## src/design/dtfp_pkg.sv

```systemverilog
// types, constants and control program shared by the decimal text parser
`default_nettype none

package dtfp_pkg;

  localparam int CH_W     = 8;
  localparam int MANT_W   = 60;
  localparam int LIMIT_W  = 30;
  localparam int VALUE_W  = 31;
  localparam int STATUS_W = 2;
  localparam int DCNT_W   = 5;

  localparam int MAX_DIGITS_DEF    = 18;
  localparam int FRACTION_BITS_DEF = 28;

  localparam logic [LIMIT_W-1:0] LIMIT_RESET = 30'd536870912;

  localparam logic [STATUS_W-1:0] ST_OK      = 2'd0;
  localparam logic [STATUS_W-1:0] ST_NODIGIT = 2'd1;
  localparam logic [STATUS_W-1:0] ST_RANGE   = 2'd2;

  localparam logic [CH_W-1:0] CH_ZERO  = 8'h30;
  localparam logic [CH_W-1:0] CH_NINE  = 8'h39;
  localparam logic [CH_W-1:0] CH_DOT   = 8'h2e;
  localparam logic [CH_W-1:0] CH_MINUS = 8'h2d;
  localparam logic [CH_W-1:0] CH_SPACE = 8'h20;
  localparam logic [CH_W-1:0] CH_TAB   = 8'h09;
  localparam logic [CH_W-1:0] CH_CR    = 8'h0d;

  typedef enum logic [2:0] {
    PH_SKIP,
    PH_SIGN,
    PH_INT,
    PH_FRAC,
    PH_REST,
    PH_BAD
  } phase_t;

  // jump conditions of the control program
  typedef enum logic [1:0] {
    C_LAST,
    C_BAD,
    C_MORE,
    C_OUTFREE
  } cond_t;

  typedef logic [1:0] step_t;

  localparam step_t STEP_PARSE = 2'd0;
  localparam step_t STEP_LOAD  = 2'd1;
  localparam step_t STEP_DIV   = 2'd2;
  localparam step_t STEP_EMIT  = 2'd3;

  typedef struct packed {
    logic  in_en;
    logic  load;
    logic  div;
    logic  emit;
    cond_t cond;
    step_t tgt;
    logic  hold;
  } ctrl_t;

  typedef struct packed {
    logic last_acc;
    logic bad;
    logic out_free;
  } flags_t;

  // control store: condition true jumps to tgt, else hold or fall through
  function automatic ctrl_t ucode(input step_t s);
    ctrl_t w;
    w = '0;
    case (s)
      STEP_PARSE: begin
        w.in_en = 1'b1;
        w.cond  = C_LAST;
        w.tgt   = STEP_LOAD;
        w.hold  = 1'b1;
      end
      STEP_LOAD: begin
        w.load = 1'b1;
        w.cond = C_BAD;
        w.tgt  = STEP_EMIT;
        w.hold = 1'b0;
      end
      STEP_DIV: begin
        w.div  = 1'b1;
        w.cond = C_MORE;
        w.tgt  = STEP_DIV;
        w.hold = 1'b0;
      end
      STEP_EMIT: begin
        w.emit = 1'b1;
        w.cond = C_OUTFREE;
        w.tgt  = STEP_PARSE;
        w.hold = 1'b1;
      end
      default: w = '0;
    endcase
    return w;
  endfunction

  function automatic logic [MANT_W-1:0] pow10(input logic [DCNT_W-1:0] n);
    logic [MANT_W-1:0] p;
    case (n)
      5'd0:    p = 60'd1;
      5'd1:    p = 60'd10;
      5'd2:    p = 60'd100;
      5'd3:    p = 60'd1000;
      5'd4:    p = 60'd10000;
      5'd5:    p = 60'd100000;
      5'd6:    p = 60'd1000000;
      5'd7:    p = 60'd10000000;
      5'd8:    p = 60'd100000000;
      5'd9:    p = 60'd1000000000;
      5'd10:   p = 60'd10000000000;
      5'd11:   p = 60'd100000000000;
      5'd12:   p = 60'd1000000000000;
      5'd13:   p = 60'd10000000000000;
      5'd14:   p = 60'd100000000000000;
      5'd15:   p = 60'd1000000000000000;
      5'd16:   p = 60'd10000000000000000;
      5'd17:   p = 60'd100000000000000000;
      default: p = 60'd1000000000000000000;
    endcase
    return p;
  endfunction

endpackage

`default_nettype wire

```

## src/design/dtfp_in_if.sv

```systemverilog
// character input channel
`default_nettype none

interface dtfp_in_if;
  logic                     valid;
  logic                     ready;
  logic [dtfp_pkg::CH_W-1:0] ch;
  logic                     last;

  modport source (output valid, output ch, output last, input ready);
  modport sink   (input valid, input ch, input last, output ready);
endinterface

`default_nettype wire

```

## src/design/dtfp_out_if.sv

```systemverilog
// result output channel
`default_nettype none

interface dtfp_out_if;
  logic                                valid;
  logic                                ready;
  logic signed [dtfp_pkg::VALUE_W-1:0] value;
  logic [dtfp_pkg::STATUS_W-1:0]       status;

  modport source (output valid, output value, output status, input ready);
  modport sink   (input valid, input value, input status, output ready);
endinterface

`default_nettype wire

```

## src/design/decimal_text_to_fixed_point_top.sv

```systemverilog
// top level: ascii decimal text to signed fixed point converter
//
//  channel   direction  payload                   transfer
//  in_bus    in         ch[7:0], last             valid & ready
//  out_bus   out        value[30:0], status[1:0]  valid & ready
//  cfg       in         cfg_wdata[29:0]           cfg_we
//
// one character per cycle while parsing; in_bus.ready is high in the parse step
// the character marked last starts the one-bit-per-cycle restoring divider; no new
//   character is taken until its result has been emitted; the divider is skipped
//   when no digit was seen
// the emit step waits while out_bus still holds an untaken result
// reset is synchronous active low; clears parser, sequencer and output valid, limit back to 2.0
`default_nettype none

module decimal_text_to_fixed_point_top #(
  parameter int MAX_DIGITS    = dtfp_pkg::MAX_DIGITS_DEF,
  parameter int FRACTION_BITS = dtfp_pkg::FRACTION_BITS_DEF
) (
  input  wire logic                         clk,
  input  wire logic                         rst_n,
  dtfp_in_if.sink                           in_bus,
  dtfp_out_if.source                        out_bus,
  input  wire logic                         cfg_we,
  input  wire logic [dtfp_pkg::LIMIT_W-1:0] cfg_wdata
);

  dtfp_pkg::ctrl_t  ctrl;
  dtfp_pkg::flags_t flags;

  dtfp_seq #(
    .DIV_STEPS(dtfp_pkg::MANT_W + FRACTION_BITS)
  ) u_seq (
    .clk   (clk),
    .rst_n (rst_n),
    .flags (flags),
    .ctrl  (ctrl)
  );

  dtfp_dp #(
    .MAX_DIGITS    (MAX_DIGITS),
    .FRACTION_BITS (FRACTION_BITS)
  ) u_dp (
    .clk        (clk),
    .rst_n      (rst_n),
    .ctrl       (ctrl),
    .flags      (flags),
    .in_valid   (in_bus.valid),
    .in_ch      (in_bus.ch),
    .in_last    (in_bus.last),
    .cfg_we     (cfg_we),
    .cfg_wdata  (cfg_wdata),
    .out_ready  (out_bus.ready),
    .out_valid  (out_bus.valid),
    .out_value  (out_bus.value),
    .out_status (out_bus.status)
  );

  assign in_bus.ready = ctrl.in_en;

endmodule

`default_nettype wire

```

## src/design/dtfp_seq.sv

```systemverilog
// step counter, control store and iteration counter
`default_nettype none

module dtfp_seq #(
  parameter int DIV_STEPS = dtfp_pkg::MANT_W + dtfp_pkg::FRACTION_BITS_DEF
) (
  input  wire logic             clk,
  input  wire logic             rst_n,
  input  wire dtfp_pkg::flags_t flags,
  output dtfp_pkg::ctrl_t       ctrl
);

  localparam int CNT_W = $clog2(DIV_STEPS + 1);

  dtfp_pkg::step_t  step_r, step_nxt;
  logic [CNT_W-1:0] cnt_r, cnt_nxt;
  logic             more;
  logic             cond_hit;

  assign ctrl = dtfp_pkg::ucode(step_r);
  assign more = (cnt_r != CNT_W'(1));

  always_comb begin
    case (ctrl.cond)
      dtfp_pkg::C_LAST:    cond_hit = flags.last_acc;
      dtfp_pkg::C_BAD:     cond_hit = flags.bad;
      dtfp_pkg::C_MORE:    cond_hit = more;
      dtfp_pkg::C_OUTFREE: cond_hit = flags.out_free;
      default:             cond_hit = 1'b0;
    endcase

    if (cond_hit) begin
      step_nxt = ctrl.tgt;
    end else if (ctrl.hold) begin
      step_nxt = step_r;
    end else begin
      step_nxt = step_r + dtfp_pkg::step_t'(1);
    end

    cnt_nxt = cnt_r;
    if (ctrl.load) begin
      cnt_nxt = CNT_W'(DIV_STEPS);
    end else if (ctrl.div) begin
      cnt_nxt = cnt_r - CNT_W'(1);
    end
  end

  always_ff @(posedge clk) begin
    if (!rst_n) begin
      step_r <= dtfp_pkg::STEP_PARSE;
      cnt_r  <= '0;
    end else begin
      step_r <= step_nxt;
      cnt_r  <= cnt_nxt;
    end
  end

endmodule

`default_nettype wire

```

## src/design/dtfp_dp.sv

```systemverilog
// datapath: character parser, bit-serial divider and output register
`default_nettype none

module dtfp_dp #(
  parameter int MAX_DIGITS    = dtfp_pkg::MAX_DIGITS_DEF,
  parameter int FRACTION_BITS = dtfp_pkg::FRACTION_BITS_DEF
) (
  input  wire logic                                clk,
  input  wire logic                                rst_n,
  input  wire dtfp_pkg::ctrl_t                     ctrl,
  output dtfp_pkg::flags_t                         flags,
  input  wire logic                                in_valid,
  input  wire logic [dtfp_pkg::CH_W-1:0]           in_ch,
  input  wire logic                                in_last,
  input  wire logic                                cfg_we,
  input  wire logic [dtfp_pkg::LIMIT_W-1:0]        cfg_wdata,
  input  wire logic                                out_ready,
  output logic                                     out_valid,
  output logic signed [dtfp_pkg::VALUE_W-1:0]      out_value,
  output logic [dtfp_pkg::STATUS_W-1:0]            out_status
);

  localparam int MW = dtfp_pkg::MANT_W;
  localparam int VW = dtfp_pkg::VALUE_W;
  localparam int DW = dtfp_pkg::DCNT_W;
  localparam int DIV_STEPS = MW + FRACTION_BITS;

  logic [dtfp_pkg::LIMIT_W-1:0] limit_r;

  dtfp_pkg::phase_t phase_r, phase_nxt;
  logic             neg_r, neg_nxt;
  logic [MW-1:0]    mant_r, mant_nxt;
  logic [DW-1:0]    dig_r, dig_nxt;
  logic [DW-1:0]    fdig_r, fdig_nxt;

  logic [MW-1:0]        p_r, p_nxt;
  logic [MW-1:0]        rem_r, rem_nxt;
  logic [DIV_STEPS-1:0] dvd_r, dvd_nxt;
  logic [VW-1:0]        q_r, q_nxt;
  logic                 ovf_r, ovf_nxt;

  logic                          out_valid_r, out_valid_nxt;
  logic [VW-1:0]                 out_value_r, out_value_nxt;
  logic [dtfp_pkg::STATUS_W-1:0] out_status_r, out_status_nxt;

  logic          acc;
  logic          is_digit, is_space;
  logic [3:0]    dval;
  logic [MW-1:0] mant_mac;
  logic          dig_full;
  logic          int_skip;
  logic [MW-1:0] int_mant;
  logic [DW-1:0] int_dig;
  logic          bad;
  logic          out_free;
  logic          emit_now;
  logic          over;
  logic [MW:0]   shifted;
  logic [MW+1:0] diff;
  logic          qbit;

  assign acc      = ctrl.in_en && in_valid;
  assign is_digit = in_ch inside {[dtfp_pkg::CH_ZERO:dtfp_pkg::CH_NINE]};
  assign is_space = (in_ch == dtfp_pkg::CH_SPACE) ||
                    (in_ch inside {[dtfp_pkg::CH_TAB:dtfp_pkg::CH_CR]});
  assign dval     = 4'(in_ch - dtfp_pkg::CH_ZERO);
  assign mant_mac = (mant_r << 3) + (mant_r << 1) + MW'(dval);
  assign dig_full = (dig_r >= DW'(MAX_DIGITS));

  // leading integer zeros do not count as digits
  assign int_skip = (mant_r == '0) && (dval == 4'd0);
  always_comb begin
    if (int_skip) begin
      int_mant = mant_r;
      int_dig  = dig_r;
    end else if (dig_full) begin
      int_mant = '1;
      int_dig  = dig_r;
    end else begin
      int_mant = mant_mac;
      int_dig  = dig_r + DW'(1);
    end
  end

  assign bad      = phase_r inside {dtfp_pkg::PH_SKIP, dtfp_pkg::PH_SIGN, dtfp_pkg::PH_BAD};
  assign out_free = !out_valid_r || out_ready;
  assign emit_now = ctrl.emit && out_free;
  assign over     = ovf_r || (q_r > {1'b0, limit_r});

  assign flags.last_acc = acc && in_last;
  assign flags.bad      = bad;
  assign flags.out_free = out_free;

  // restoring divide step, one quotient bit per cycle
  assign shifted = {rem_r, dvd_r[DIV_STEPS-1]};
  assign diff    = {1'b0, shifted} - {2'b00, p_r};
  assign qbit    = !diff[MW+1];

  always_comb begin
    phase_nxt = phase_r;
    neg_nxt   = neg_r;
    mant_nxt  = mant_r;
    dig_nxt   = dig_r;
    fdig_nxt  = fdig_r;

    if (emit_now) begin
      phase_nxt = dtfp_pkg::PH_SKIP;
      neg_nxt   = 1'b0;
      mant_nxt  = '0;
      dig_nxt   = '0;
      fdig_nxt  = '0;
    end else if (acc) begin
      case (phase_r)
        dtfp_pkg::PH_SKIP, dtfp_pkg::PH_SIGN: begin
          if (phase_r == dtfp_pkg::PH_SKIP && is_space) begin
            phase_nxt = phase_r;
          end else if (phase_r == dtfp_pkg::PH_SKIP && in_ch == dtfp_pkg::CH_MINUS) begin
            neg_nxt   = 1'b1;
            phase_nxt = dtfp_pkg::PH_SIGN;
          end else if (is_digit) begin
            mant_nxt  = int_mant;
            dig_nxt   = int_dig;
            phase_nxt = dtfp_pkg::PH_INT;
          end else begin
            phase_nxt = dtfp_pkg::PH_BAD;
          end
        end
        dtfp_pkg::PH_INT: begin
          if (is_digit) begin
            mant_nxt = int_mant;
            dig_nxt  = int_dig;
          end else if (in_ch == dtfp_pkg::CH_DOT) begin
            phase_nxt = dtfp_pkg::PH_FRAC;
          end else begin
            phase_nxt = dtfp_pkg::PH_REST;
          end
        end
        dtfp_pkg::PH_FRAC: begin
          if (!is_digit) begin
            phase_nxt = dtfp_pkg::PH_REST;
          end else if (!dig_full) begin
            mant_nxt = mant_mac;
            dig_nxt  = dig_r + DW'(1);
            fdig_nxt = fdig_r + DW'(1);
          end
        end
        default: phase_nxt = phase_r;
      endcase
    end
  end

  always_comb begin
    p_nxt   = p_r;
    rem_nxt = rem_r;
    dvd_nxt = dvd_r;
    q_nxt   = q_r;
    ovf_nxt = ovf_r;
    if (ctrl.load) begin
      p_nxt   = dtfp_pkg::pow10(fdig_r);
      rem_nxt = '0;
      dvd_nxt = {mant_r, {FRACTION_BITS{1'b0}}};
      q_nxt   = '0;
      ovf_nxt = 1'b0;
    end else if (ctrl.div) begin
      rem_nxt = qbit ? diff[MW-1:0] : shifted[MW-1:0];
      dvd_nxt = {dvd_r[DIV_STEPS-2:0], 1'b0};
      q_nxt   = {q_r[VW-2:0], qbit};
      // any quotient bit past the top is out of range
      ovf_nxt = ovf_r || q_r[VW-1];
    end
  end

  always_comb begin
    out_valid_nxt  = out_valid_r;
    out_value_nxt  = out_value_r;
    out_status_nxt = out_status_r;
    if (emit_now) begin
      out_valid_nxt = 1'b1;
      if (bad) begin
        out_status_nxt = dtfp_pkg::ST_NODIGIT;
        out_value_nxt  = '0;
      end else if (over) begin
        out_status_nxt = dtfp_pkg::ST_RANGE;
        out_value_nxt  = '0;
      end else begin
        out_status_nxt = dtfp_pkg::ST_OK;
        out_value_nxt  = neg_r ? (~q_r + VW'(1)) : q_r;
      end
    end else if (out_ready) begin
      out_valid_nxt = 1'b0;
    end
  end

  always_ff @(posedge clk) begin
    if (!rst_n) begin
      limit_r     <= dtfp_pkg::LIMIT_RESET;
      phase_r     <= dtfp_pkg::PH_SKIP;
      neg_r       <= 1'b0;
      mant_r      <= '0;
      dig_r       <= '0;
      fdig_r      <= '0;
      out_valid_r <= 1'b0;
    end else begin
      if (cfg_we) begin
        limit_r <= cfg_wdata;
      end
      phase_r     <= phase_nxt;
      neg_r       <= neg_nxt;
      mant_r      <= mant_nxt;
      dig_r       <= dig_nxt;
      fdig_r      <= fdig_nxt;
      out_valid_r <= out_valid_nxt;
    end
  end

  always_ff @(posedge clk) begin
    p_r          <= p_nxt;
    rem_r        <= rem_nxt;
    dvd_r        <= dvd_nxt;
    q_r          <= q_nxt;
    ovf_r        <= ovf_nxt;
    out_value_r  <= out_value_nxt;
    out_status_r <= out_status_nxt;
  end

  assign out_valid  = out_valid_r;
  assign out_value  = out_value_r;
  assign out_status = out_status_r;

endmodule

`default_nettype wire

```

## src/flat_wrapper.sv

```systemverilog
// flat-port wrapper written by rule: the top's interface ports become plain ports
module decimal_text_to_fixed_point_top_flat 
#(
  parameter int MAX_DIGITS    = dtfp_pkg::MAX_DIGITS_DEF,
  parameter int FRACTION_BITS = dtfp_pkg::FRACTION_BITS_DEF
)
  (clk, rst_n, cfg_we, cfg_wdata, in_bus_valid, in_bus_ch, in_bus_last, in_bus_ready, out_bus_valid, out_bus_value, out_bus_status, out_bus_ready);
  dtfp_in_if in_bus_i ();
  dtfp_out_if out_bus_i ();
  input  wire logic clk;
  input  wire logic rst_n;
  input  wire logic cfg_we;
  input  wire logic [dtfp_pkg::LIMIT_W-1:0] cfg_wdata;
  input wire logic [$bits(in_bus_i.valid)-1:0] in_bus_valid;
  input wire logic [$bits(in_bus_i.ch)-1:0] in_bus_ch;
  input wire logic [$bits(in_bus_i.last)-1:0] in_bus_last;
  output wire logic [$bits(in_bus_i.ready)-1:0] in_bus_ready;
  output wire logic [$bits(out_bus_i.valid)-1:0] out_bus_valid;
  output wire logic [$bits(out_bus_i.value)-1:0] out_bus_value;
  output wire logic [$bits(out_bus_i.status)-1:0] out_bus_status;
  input wire logic [$bits(out_bus_i.ready)-1:0] out_bus_ready;
  assign in_bus_i.valid = in_bus_valid;
  assign in_bus_i.ch = in_bus_ch;
  assign in_bus_i.last = in_bus_last;
  assign in_bus_ready = in_bus_i.ready;
  assign out_bus_valid = out_bus_i.valid;
  assign out_bus_value = out_bus_i.value;
  assign out_bus_status = out_bus_i.status;
  assign out_bus_i.ready = out_bus_ready;
  decimal_text_to_fixed_point_top #(.MAX_DIGITS(MAX_DIGITS), .FRACTION_BITS(FRACTION_BITS)) u_core (.clk(clk), .rst_n(rst_n), .in_bus(in_bus_i), .out_bus(out_bus_i), .cfg_we(cfg_we), .cfg_wdata(cfg_wdata));
endmodule
```

## config.mk

```make
export PLATFORM = sky130hd
export DESIGN_NAME = decimal_text_to_fixed_point_top_flat
export DESIGN_NICKNAME = d
export VERILOG_FILES = /design/src/design/dtfp_pkg.sv /design/src/design/dtfp_in_if.sv /design/src/design/dtfp_out_if.sv /design/src/design/decimal_text_to_fixed_point_top.sv /design/src/design/dtfp_seq.sv /design/src/design/dtfp_dp.sv /design/src/flat_wrapper.sv
export SDC_FILE = /design/constraint.sdc
export NUM_CORES = 1
export LEC_CHECK = 0
export ABC_AREA = 1
export BUFFER_PORTS_ARGS = -buffer_cell sky130_fd_sc_hd__buf_2
export CAP_MARGIN = 20
export CORE_ASPECT_RATIO = 0.5
export CORE_UTILIZATION = 45
export CTS_BUF_LIST = sky130_fd_sc_hd__clkbuf_8
export DETAILED_ROUTE_END_ITERATION = 12
export HOLD_SLACK_MARGIN = 0.05
export PLACE_DENSITY = 0.69
export SETUP_SLACK_MARGIN = 0.02
export SLEW_MARGIN = 20
export SYNTH_ARGS = -nofsm -noshare
export SYNTH_HDL_FRONTEND = slang
export SYNTH_SLANG_ARGS = --single-unit
```

## constraint.sdc

```tcl
create_clock -name clk -period 7 [get_ports clk]
set_clock_uncertainty 0.1 [all_clocks]
set_input_delay 1.4 -clock clk [delete_from_list [all_inputs] [get_ports clk]]
set_output_delay 1.4 -clock clk [all_outputs]
set_load 0.01 [all_outputs]
```

==> out/results.ini <==
[clock_tree]
cts_setup_buffers=0
clk_latency_ns=0.66
tritoncts=yes
cts_buffer_depth=3
clkTransAtPathRegs_ns=0.06
clockRootBuffer=clkbuf_8
cts_resized=0
htreeDepth=2
cts_sinks=350
cts_hold_buffers=0
cts_made_buffers=55

[sta]
worst_pin_slew_ns=1.15
timing.fmax_mhz=239
hold_slack_ns=0.364
maxSlewHeadroom_pct=22.9
hold_viol=0
period_needed_ns=4.19
rsz0062_at_grt=false
setup-tns-final_ns=0
finalSetupViolations=0
final_max_slew_viol_count=0
final.period_utilization_pct=59.8

[critical_path]
reg2reg_slack_ns=3.14
crit_path_max_fanout=40
r2r-end=u_core.u_dp.rem_r[41]
end_kind=register
arrival_ns=4.63
path_class=in -> reg
crit_path_start_kind=input pin
worstRegToRegCells=16
timing.rr.start=u_core.u_dp.p_r[6]
required_ns=7.44

[pwr]
p_leak_uw=0.0141
power_density_mw_per_mm2=328
vdd.ir_drop.worst_mv=0.208

[synth]
synthesis.area_mm2=0.0265
synth_seq_cells=350
synth_common_cells=nand2_1 (1,071), inv_1 (711), nor2_1 (402)
synth-edff-count=144
syn_avg_cell_area_um2=6.55
synth_top_cell_area_share_pct=16.3
yosys.area.top_type=edfxtp_1
synth-seq-area-share_pct=31.9
netlist_instances=4047
synthFlopType=dfxtp_1
synth_cell_types=53
async_flop_share_pct=0
yosysMostFrequentCell=nand2_1
syn-num-nets=4313
yosysWarnings=0
synth_area_leaders=edfxtp_1 (16%), dfxtp_1 (16%), nand2_1 (15%)

[global_routing]
grt_usage_pct=26.9
grt_pass1_wl_mm=129
grt_pass1_vias=23891
antenna_found_initial=1
grt_max_degree=103
grt.overflow.total=0

[detailed_routing]
dr.pass1.iters=6
wl_mm=82.7
drt_iter0_drc=2151
avgViaCountPerCell=5.30
route.detailed.drc=0
num_vias=26018
antenna_left=0
wire_per_inst_um=16.8

[placed_design]
dp_hpwl_mm=63.7
gp_congestion=1.01
numPortBuffers=78

[floorplanning]
initial_core_util_pct=45.8
coreArea_mm2=0.0578
ioPinCount=79
die_area_mm2=0.0599
die-width_um=345
die-height_um=174
num_rows=62

[status]
outcome=complete, no violations

[cells_and_area]
multi_input_area_mm2=0.0149
syn_to_final_growth_pct=8.45
layout-drive-gt1-share_pct=5.82
seq_area_mm2=0.00845
fillers=5944
nNetsFinal=4364

[flow_run]
max_cap_violations=0

[worst_hold_path]
holdPathStages=2
hold_class=reg -> reg
min_delay_worst_endpoint=u_core.u_dp.limit_r[10]
min_from=u_core.u_dp.limit_r[10]

## flip-flops by register name (all words and copies together) (netlist names), 3 cells and up
name / count
u_core.u_dp.rem_r: 60
u_core.u_dp.mant_r: 60
u_core.u_dp.q_r: 31
u_core.u_dp.phase_r: 3
u_core.u_dp.dvd_r: 60
u_core.u_dp.dig_r: 5
u_core.u_seq.cnt_r: 7
u_core.u_dp.p_r: 51
u_core.u_dp.out_value: 31
u_core.u_dp.limit_r: 30
u_core.u_dp.fdig_r: 5
## how the worst max path moves through the flow
stage / startpoint / end / slack, ns
2_1_floorplan: in_bus_ch[3] / u_core.u_dp.mant_r[36] / 3.16
3_3_place_gp: in_bus_ch[7] / u_core.u_dp.mant_r[50] / 2.30
3_5_place_dp: in_bus_ch[7] / u_core.u_dp.mant_r[50] / 2.27
4_1_cts: in_bus_ch[7] / u_core.u_dp.mant_r[50] / 2.97
5_1_grt: in_bus_ch[7] / u_core.u_dp.mant_r[46] / 2.62
6_report: in_bus_ch[7] / u_core.u_dp.mant_r[50] / 2.81
## where the power goes
group	internal [uW]	switching [uW]
sequential	2820	365
clock	1030	916
combinational	1330	2960
total	5170	4240
## through the flow
stage	cells	instance area, um^2	setup slack [ns]	util, %	total power, uW
2_1_floorplan	4047	26500	3.16	-	6230
5_1_grt	4913	28700	2.62	49.7	10100
3_5_place_dp	4809	27600	2.27	47.7	7430
4_1_cts	4911	28700	2.97	49.7	9390
6_report	4913	28700	2.81	49.7	9410
3_3_place_gp	4809	27600	2.30	47.7	7340
## routing by layer
metal | track usage (%) | wire, um | up-vias
met2 | 43.8 | 36700 | 809
met4 | 5.75 | 1560 | 0
met1 | 37.7 | 38500 | 12018
met5 | 0 | 0 | -
li1 | - | - | 13090
met3 | 4.02 | 5900 | 101
## cells by family after synthesis
logic type / count (synthesis) / synth area share [%]
AND/OR/NAND/NOR: 1860 / 29.3
buffers and inverters: 834 / 12.1
AO/OA/AOI/OAI: 722 / 14.2
flip-flops: 350 / 31.9
adder cells (fa/ha/maj): 222 / 10.6
XOR/XNOR: 59 / 1.95
## critical path: stages
cell and delay, ns:
buf_2 0.10, nor2_2 0.13, nand3_1 0.10, a21oi_2 0.23
inv_2 0.09, nor3_2 0.23, nand3_1 0.84, inv_2 1.13
nand2_1 0.10, o21ai_0 0.17, inv_1 0.06
## layout make-up
| cell class | count | area share (%) |
|---|---|---|
| Clock buffer | 58 | 2.78 |
| Timing Repair Buffer | 93 | 1.75 |
| Multi-Input combinational cell | 2863 | 51.8 |
| Sequential cell | 350 | 29.4 |
| Inverter | 735 | 9.61 |
| Tap cell | 768 | 3.34 |
| Antenna cell | 2 | 0.0174 |
| Clock inverter | 44 | 1.32 |
## placed cells by master (no fill, tap or decap), types with 3 or more instances in the layout
cell | Yosys | routed
nand2_1 | 1071 | 1071
inv_1 | 711 | 722
nor2_1 | 402 | 400
a21oi_1 | 362 | 362
o21ai_0 | 291 | 291
ha_1 | 219 | 216
dfxtp_1 | 206 | 206
nand3_1 | 204 | 204
edfxtp_1 | 144 | 144
buf_2 | 12 | 78
clkbuf_8 | 0 | 58
nand4_1 | 48 | 48
nand3b_1 | 41 | 41
xor2_1 | 36 | 36
nor3_1 | 35 | 35
xnor2_1 | 23 | 23
a31oi_1 | 17 | 17
inv_2 | 16 | 17
clkinv_1 | 8 | 16
buf_4 | 2 | 15
o21bai_1 | 14 | 14
clkinv_2 | 0 | 14
nor4_1 | 13 | 13
nor2_2 | 10 | 12
or2_2 | 10 | 10
nand2_2 | 8 | 8
bufinv_16 | 0 | 7
o211ai_1 | 5 | 5
o21ai_1 | 5 | 5
o31ai_1 | 4 | 4
a21boi_0 | 4 | 4
o21a_1 | 4 | 4
nand3_2 | 4 | 4
a21oi_2 | 3 | 3
nor3_2 | 3 | 3
a221oi_1 | 3 | 3
fa_1 | 3 | 3
Power figures use the tool's default switching activity.
